`src/rtl/sbvrd_pkg.sv`:
```
`timescale 1ns / 1ps

package sbvrd_pkg;

   // Request codes.
   localparam logic [7:0] ReqVersion = 8'h5F;
   localparam logic [7:0] ReqRead    = 8'h95;
   localparam logic [7:0] ReqWrite   = 8'h9A;
   localparam logic [7:0] ReqInit    = 8'hA1;
   localparam logic [7:0] ReqModem   = 8'hA4;

   // Register addresses and write commands.
   localparam logic [15:0] RegAttach = 16'h1825;
   localparam logic [15:0] RegStatus = 16'h0607;
   localparam logic [15:0] CmdBaud   = 16'h1213;
   localparam logic [15:0] CmdMode   = 16'h1825;

   // Configuration register indexes.
   localparam logic [1:0] CsrVersion = 2'd0;
   localparam logic [1:0] CsrAttach  = 2'd1;
   localparam logic [1:0] CsrStatus  = 2'd2;

   localparam logic [15:0] VersionReset = 16'h0030;
   localparam logic [15:0] AttachReset  = 16'h00C3;
   localparam logic [15:0] StatusReset  = 16'hEEFF;

   // Baud arithmetic. The denominator is (256 - factor) << (8 + 3*(3 - divisor)),
   // so the power of two is taken off the numerator first and only a
   // 9-bit divisor remains.
   localparam logic [30:0] BaudNumerator = 31'd1532620800;
   localparam int          QuoWidth      = 23;
   localparam int          RemWidth      = 9;
   localparam logic [7:0]  DivLimit      = 8'd3;
   localparam logic [4:0]  DivSteps      = 5'(QuoWidth);

   localparam logic [QuoWidth-1:0] Dividend0 = QuoWidth'(BaudNumerator >> 17);
   localparam logic [QuoWidth-1:0] Dividend1 = QuoWidth'(BaudNumerator >> 14);
   localparam logic [QuoWidth-1:0] Dividend2 = QuoWidth'(BaudNumerator >> 11);
   localparam logic [QuoWidth-1:0] Dividend3 = QuoWidth'(BaudNumerator >> 8);

   typedef struct packed {
      logic [7:0]  func;
      logic [15:0] value_word;
      logic [15:0] index_word;
   } req_type;

   typedef struct packed {
      logic                status;
      logic [1:0]          response_length;
      logic [15:0]         response_word;
      logic                baud_valid;
      logic                baud_error;
      logic [QuoWidth-1:0] baud_rate;
      logic                mode_valid;
      logic [3:0]          data_bits;
      logic [1:0]          stop_bits;
      logic [1:0]          parity_kind;
      logic                parity_stick;
   } rsp_type;

   typedef struct packed {
      logic load;
      logic step;
      logic last;
   } cmd_type;

   typedef struct packed {
      logic need_div;
   } dp_status_type;

   typedef enum logic [1:0] {
      StIdle,
      StDivide,
      StRespond
   } state_type;

endpackage

```
`src/rtl/sbvrd_ctrl.sv`:
```
`timescale 1ns / 1ps

module sbvrd_ctrl
   import sbvrd_pkg::*;
(
   input  logic          clock,
   input  logic          reset,
   input  logic          req_valid,
   output logic          req_stall,
   output logic          rsp_valid,
   input  logic          rsp_stall,
   input  dp_status_type dp_status,
   output cmd_type       cmd
);

   state_type  state_ff, state_in;
   logic [4:0] count_ff, count_in;

   always_ff @(posedge clock) begin
      if (reset) begin
         state_ff <= StIdle;
         count_ff <= '0;
      end else begin
         state_ff <= state_in;
         count_ff <= count_in;
      end
   end

   always_comb begin
      state_in  = state_ff;
      count_in  = count_ff;
      cmd       = '0;
      req_stall = 1'b1;
      rsp_valid = 1'b0;
      unique case (state_ff)
         StIdle: begin
            // The input stays closed while reset is held.
            req_stall = reset;
            if (req_valid && !reset) begin
               cmd.load = 1'b1;
               count_in = DivSteps - 5'd1;
               state_in = dp_status.need_div ? StDivide : StRespond;
            end
         end
         StDivide: begin
            cmd.step = 1'b1;
            if (count_ff == '0) begin
               cmd.last = 1'b1;
               state_in = StRespond;
            end else begin
               count_in = count_ff - 5'd1;
            end
         end
         StRespond: begin
            rsp_valid = 1'b1;
            if (!rsp_stall) begin
               state_in = StIdle;
            end
         end
         default: begin
            state_in = StIdle;
         end
      endcase
   end

endmodule

```
`src/rtl/sbvrd_dp.sv`:
```
`timescale 1ns / 1ps

module sbvrd_dp
   import sbvrd_pkg::*;
(
   input  logic          clock,
   input  logic          reset,
   input  req_type       req_data,
   output rsp_type       rsp_data,
   input  logic          csr_write,
   input  logic [1:0]    csr_index,
   input  logic [15:0]   csr_wdata,
   input  cmd_type       cmd,
   output dp_status_type dp_status
);

   logic [15:0] version_ff;
   logic [15:0] attach_ff;
   logic [15:0] status_word_ff;

   rsp_type             result_ff, result_in;
   logic [QuoWidth-1:0] quo_ff, quo_in;
   logic [RemWidth-1:0] rem_ff, rem_in;
   logic [RemWidth-1:0] dvs_ff, dvs_in;

   logic [7:0]          factor;
   logic [7:0]          divisor;
   logic [7:0]          mode;
   logic                is_baud;
   logic [QuoWidth-1:0] dividend;
   logic [RemWidth:0]   trial;
   logic                fits;

   always_ff @(posedge clock) begin
      if (reset) begin
         version_ff     <= VersionReset;
         attach_ff      <= AttachReset;
         status_word_ff <= StatusReset;
      end else if (csr_write) begin
         unique case (csr_index)
            CsrVersion: version_ff     <= csr_wdata;
            CsrAttach:  attach_ff      <= csr_wdata;
            CsrStatus:  status_word_ff <= csr_wdata;
            default: ;
         endcase
      end
   end

   assign factor  = req_data.index_word[15:8];
   assign divisor = req_data.index_word[7:0];
   assign mode    = req_data.index_word[7:0];
   assign is_baud = (req_data.func == ReqWrite) && (req_data.value_word == CmdBaud);

   assign dp_status.need_div = is_baud && (divisor <= DivLimit);

   // The shifted numerator depends only on the divisor code.
   always_comb begin
      unique case (divisor[1:0])
         2'd0:    dividend = Dividend0;
         2'd1:    dividend = Dividend1;
         2'd2:    dividend = Dividend2;
         default: dividend = Dividend3;
      endcase
   end

   assign trial = {rem_ff, quo_ff[QuoWidth-1]};
   assign fits  = trial >= {1'b0, dvs_ff};

   always_comb begin
      result_in = result_ff;
      quo_in    = quo_ff;
      rem_in    = rem_ff;
      dvs_in    = dvs_ff;
      if (cmd.load) begin
         result_in = '0;
         result_in.status = 1'b1;
         unique case (req_data.func)
            ReqVersion: begin
               result_in.status          = 1'b0;
               result_in.response_length = 2'd2;
               result_in.response_word   = version_ff;
            end
            ReqRead: begin
               if (req_data.value_word == RegAttach) begin
                  result_in.status          = 1'b0;
                  result_in.response_length = 2'd2;
                  result_in.response_word   = attach_ff;
               end else if (req_data.value_word == RegStatus) begin
                  result_in.status          = 1'b0;
                  result_in.response_length = 2'd2;
                  result_in.response_word   = status_word_ff;
               end
            end
            ReqWrite: begin
               result_in.status = 1'b0;
               if (is_baud) begin
                  result_in.baud_valid = dp_status.need_div;
                  result_in.baud_error = !dp_status.need_div;
               end else if (req_data.value_word == CmdMode) begin
                  result_in.mode_valid = 1'b1;
                  result_in.data_bits  = {2'b00, mode[1:0]} + 4'd5;
                  result_in.stop_bits  = {1'b0, mode[2]} + 2'd1;
                  if (mode[3]) begin
                     result_in.parity_kind  = mode[4] ? 2'd2 : 2'd1;
                     result_in.parity_stick = mode[5];
                  end
               end
            end
            ReqInit, ReqModem: begin
               result_in.status = 1'b0;
            end
            default: ;
         endcase
         quo_in = dividend;
         rem_in = '0;
         dvs_in = 9'd256 - {1'b0, factor};
      end else if (cmd.step) begin
         // One restoring step: bring down the next dividend bit, subtract if it fits.
         rem_in = fits ? RemWidth'(trial - {1'b0, dvs_ff}) : trial[RemWidth-1:0];
         quo_in = {quo_ff[QuoWidth-2:0], fits};
         if (cmd.last) begin
            result_in.baud_rate = quo_in;
         end
      end
   end

   always_ff @(posedge clock) begin
      result_ff <= result_in;
      quo_ff    <= quo_in;
      rem_ff    <= rem_in;
      dvs_ff    <= dvs_in;
   end

   assign rsp_data = result_ff;

endmodule

```
`src/rtl/serial_bridge_vendor_request_decoder.sv`:
```
`timescale 1ns / 1ps

// Vendor control request decoder for an emulated USB serial bridge.
// req_*: one request word (code, setup value, setup index) with valid/stall.
// rsp_*: one result word per request with valid/stall: status, an optional
//    two-byte data stage, and the baud or line mode that a register write sets.
// csr_*: register writes (version, attach, status words); csr_ready is always
//    high, and writes are expected only while no request is in flight.
// A result is presented in the cycle after its request is accepted, except a
//    set-baud write with a valid divisor, which first runs a 23-step restoring
//    divider (one quotient bit per cycle) and is presented once the divider has
//    finished. One request is in flight at a time, so the next request is not
//    accepted until the result of the last one has been taken.
// The result is held in an output register; while rsp_stall is high it
//    stays on rsp_data and req_stall stays high.
// Reset clears the controller and loads the register reset values; no
//    result is pending after reset, and req_stall is high while reset is held.

module serial_bridge_vendor_request_decoder
   import sbvrd_pkg::*;
(
   input  logic        clock,
   input  logic        reset,
   input  logic        req_valid,
   output logic        req_stall,
   input  req_type     req_data,
   output logic        rsp_valid,
   input  logic        rsp_stall,
   output rsp_type     rsp_data,
   input  logic        csr_valid,
   output logic        csr_ready,
   input  logic [1:0]  csr_index,
   input  logic [15:0] csr_wdata
);

   cmd_type       cmd;
   dp_status_type dp_status;

   assign csr_ready = 1'b1;

   sbvrd_ctrl u_ctrl (
      .clock     (clock),
      .reset     (reset),
      .req_valid (req_valid),
      .req_stall (req_stall),
      .rsp_valid (rsp_valid),
      .rsp_stall (rsp_stall),
      .dp_status (dp_status),
      .cmd       (cmd)
   );

   sbvrd_dp u_dp (
      .clock     (clock),
      .reset     (reset),
      .req_data  (req_data),
      .rsp_data  (rsp_data),
      .csr_write (csr_valid && csr_ready),
      .csr_index (csr_index),
      .csr_wdata (csr_wdata),
      .cmd       (cmd),
      .dp_status (dp_status)
   );

   // Only one request may be in flight.
   assert property (@(posedge clock) disable iff (reset)
      (req_valid && !req_stall) |=> req_stall)
      else $error("request accepted while another is in flight");

   assert property (@(posedge clock) disable iff (reset)
      rsp_valid |-> req_stall)
      else $error("input open while a result is pending");

   assert property (@(posedge clock) disable iff (reset)
      rsp_valid |-> !(rsp_data.baud_valid && rsp_data.baud_error))
      else $error("baud result both valid and in error");

   // The smallest possible rate is well above zero.
   assert property (@(posedge clock) disable iff (reset)
      (rsp_valid && rsp_data.baud_valid) |-> (rsp_data.baud_rate != '0))
      else $error("divider produced a zero baud rate");

endmodule

```
`config.mk`:
```
export PLATFORM = sky130hd
export DESIGN_NAME = serial_bridge_vendor_request_decoder
export DESIGN_NICKNAME = d
export VERILOG_FILES = /design/src/rtl/sbvrd_pkg.sv /design/src/rtl/sbvrd_ctrl.sv /design/src/rtl/sbvrd_dp.sv /design/src/rtl/serial_bridge_vendor_request_decoder.sv
export SDC_FILE = /design/constraint.sdc
export NUM_CORES = 1
export LEC_CHECK = 0
export BUFFER_PORTS_ARGS = -buffer_cell sky130_fd_sc_hd__buf_2
export CORE_MARGIN = 8
export CORE_UTILIZATION = 30
export DETAILED_ROUTE_END_ITERATION = 12
export HOLD_SLACK_MARGIN = 0.06
export PLACE_DENSITY_LB_ADDON = 0.15
export SYNTH_ARGS = -nofsm -noshare
export SYNTH_HDL_FRONTEND = slang
export SYNTH_SLANG_ARGS = --single-unit
export TNS_END_PERCENT = 100
```
`constraint.sdc`:
```
create_clock -name clock -period 3.2 [get_ports clock]
set_input_delay 0.32 -clock clock [delete_from_list [all_inputs] [get_ports clock]]
set_output_delay 0.32 -clock clock [all_outputs]
set_load 0.02 [all_outputs]
```
==> results by group <==
Status
  – Status: finished clean

STA
  – Fin crit share: 0.694
  – Slew margin rel.: 0.379
  – Min setup slack post-route: between 0.9 and 1 ns
  – Peak Freq: 450 MHz
  – Setup TNS: 0 ns
  – Final Skew: 0.00931 ns
  – Endpoints failing setup: 0
  – Least-Margin Pin Slew: 0.932 ns
  – Final Hold Viols: 0
  – RSZ-0062 raised after global routing: no
  – Post-layout minimum cycle time: about 2.2 ns
  – Slew Limit Fails: 0

Synth
  – Ys flop type: dfxtp_1
  – Post-synth cell types: 59
  – Mapped Cells: ~700
  – Post-synth ARST share: 0
  – Mapped cell area: 6610 um2
  – Syn Area/Cell: 9.27 um2
  – Syn Nets: 795
  – Yosys warns: 0
  – EDFF count, synth: 62
  – Count of state elements after synthesis: 149
  – Seq/Total Area, Yosys: 0.545

Finish
  – N_diodes: 0
  – Commonest non-fill, non-tap cell in the layout: nand2_1
  – Fillcell total: approximately 2300
  – Share of layout cells above drive strength 1: 0.205
  – Multi-input gate area: 2720 um2
  – Register Area: ~3600 um2
  – Fin area: 8080 um2
  – NumNets Final: 906
  – Synth-to-layout area growth: 22.3%
  – Most frequent cells in the layout: nand2_1 (201), buf_2 (117), dfxtp_1 (87), a21oi_1 (65), edfxtp_1 (62)

Worst setup path
  – Worst EP arrival: between 2 and 3 ns
  – Slowest cell on crit path: fa_1
  – Critical path type: flop to flop
  – Most frequent CP cell: inv_1
  – CP required: 3.51 ns
  – Buffers and inverters on the worst path: 3
  – Crit start category: flop
  – Family with the most delay on the worst path: compound AO/OA/AOI/OAI gates
  – Worst-path cell chain: inv_1 > ha_1 > inv_1 > fa_1 > a21o_1 > o21ai_0 > a31oi_1 > buf_4 > mux2i_1 > a22o_1
  – CP Capture Type: flop
  – CP max FO: 13
  – Max stage delay on crit path: 0.40 ns

Placement
  – Pre-CTS setup slack: about 0.72 ns
  – Placed cell area: roughly 7500 um2
  – Gpl congestion: 0.713
  – Dpl hpwl: 11.8 mm
  – IO Port Bufs: around 120

CTS
  – Clock-pin slew on the worst setup and hold paths: 0.06 ns
  – CTS tree: done
  – CTS Hold Bufs: 0
  – H-tree depth: 4
  – Root Buffer: clkbuf_16
  – Sink Count: 149
  – CTS Buf Count: 17
  – Maximum buffer depth of the clock tree: 2
  – Post-CTS Setup Bufs: 0
  – # resized after CTS: 0
  – Clk_lat worst skew: 0.42 ns

Global routing
  – Global-route wire length before repair: 27.9 mm
  – Gr usage total: 0.131
  – Initial antenna violation count: 0
  – Gr ovfl total: 0
  – Vias in the first global route: between 5000 and 6000
  – Largest net degree at the start of global routing: 41

Pwr
  – P_sw: around 0.0010 W
  – VDD IR max: 0.000323 V
  – Pint: 0.00325 W
  – Comb pwr share: 0.069
  – Clk network pwr share: 0.448
  – Pwr dens: between 500 and 600 nW/um2
  – Reported leakage power: 3.21 nW
  – Seq pwr share: 0.482
  – Power Total: approximately 0.0043 W
  – Sw Share: 0.243

Die
  – Top Ports: 120
  – Die height: roughly 160 um
  – Core area: between 20000 and 25000 um2
  – Cell Rows: 54
  – Initial Util: 0.304
  – Die area: roughly 27000 um2
  – Die width: 164 um

Route
  – Drt first pass iters: 4
  – Initial DRC count: 199
  – Antenna Violating Nets Remaining: 0
  – Vias per std cell: 4.66
  – Vias: approximately 5200
  – DRC violations left: 0
  – Routed len/inst: about 15 um
  – Final wirelength: around 17 mm

Worst hold path
  – Type of the most critical hold path: input pin to flop

Flow run
  – Max-cap violations: 0
==> through the flow <==
step / utilization / hold slack (ns) / instances
floorplan: - / 0.419 / 713
global route: 0.372 / 0.133 / 1117
CTS: 0.372 / 0.125 / 1117
global placement: 0.345 / 0.441 / 1085
detailed placement: 0.345 / 0.444 / 1085
finish: 0.372 / 0.143 / 1117
==> power by group through the flow <==
stage	combinational [W]	sequential [W]	clock [W]
global route	0.000337	0.00208	0.00207
floorplan	0.000162	0.00212	0
CTS	0.000304	0.00207	0.00197
finish	0.000298	0.00207	0.00192
global placement	0.000303	0.00211	0
detailed placement	0.000303	0.00211	0
==> registers in the layout, indices dropped and copies added, names as in the netlist <==
register	cells
u_dp.status_word_ff	16
u_dp.dvs_ff	9
u_dp.quo_ff	23
u_ctrl.state_ff	2
u_dp.rsp_data	53
u_dp.version_ff	16
u_dp.rem_ff	9
u_ctrl.count_ff	5
u_dp.attach_ff	16
==> worst reg2reg max path: stages (launching register included) <==
cell	delay, ns
edfxtp_1	0.36
inv_1	0.08
ha_1	0.16
inv_1	0.05
fa_1	0.40
a21o_1	0.23
o21ai_0	0.18
a31oi_1	0.11
buf_4	0.23
mux2i_1	0.13
a22o_1	0.19
==> metal layers <==
metal,track usage,part of all wire,routed length [um],vias to the layer above
met5,0,0,0,-
met4,0.0336,0.012,209,0
met3,0.0371,0.049,838,17
met2,0.212,0.47,8040,96
met1,0.169,0.47,8190,2426
li1,-,-,-,2667
==> cell families (layout without fill, tap and decap cells) <==
kind of cell    Yosys count  after routing  share of synthesized area
fa+ha+maj                19             19                     0.0371
buf+inv                  76            200                     0.0447
compound gates          122            122                      0.113
flops                   149            149                      0.545
other cells               2              2                    0.00114
simple gates            323            323                      0.229
mux                       7              7                     0.0108
xor+xnor                 15             15                     0.0199
==> synthesized netlist by cell type (all sizes together) (3+ instances only) <==
cell	count	area share
a21o	3	0.0034
a21oi	65	0.049
and2	8	0.0076
and3	6	0.0057
buf	4	0.0038
clkbuf	33	0.019
dfxtp	87	0.26
edfxtp	62	0.28
ha	18	0.034
inv	38	0.022
mux2i	6	0.0091
nand2	201	0.11
nand2b	7	0.0066
nand3	34	0.026
nand3b	5	0.0057
nand4b	3	0.0040
nor2	15	0.0097
nor2b	7	0.0066
nor3	13	0.0098
nor4	3	0.0051
nor4b	4	0.0053
o211ai	20	0.023
o21a	6	0.0068
o21ai	11	0.0083
or3	4	0.0045
xnor2	6	0.0079
xor2	9	0.012
==> cell type report <==
type / count / area share
clock inverter: 12 / 0.0116
inverter: 39 / 0.0181
clock buffer: 20 / 0.0593
sequential: 149 / 0.446
tap: 280 / 0.0433
timing repair buffer: 129 / 0.0851
multi-input combinational: 488 / 0.337
==> final timing paths <==
kind | from | endpoint | slack (ns) | cells after the start
worst min-delay path | csr_wdata[4] | u_dp.status_word_ff[4] | 0.14 | 3
worst max register to register | u_dp.quo_ff[22] | u_dp.rem_ff[0] | 0.98 | 10
worst max-delay path | u_dp.quo_ff[22] | u_dp.rem_ff[0] | 0.98 | 10
worst min register to register | u_dp.rsp_data[15] | u_dp.rsp_data[15] | 0.45 | 2
(Power assumes the default switching activity.)
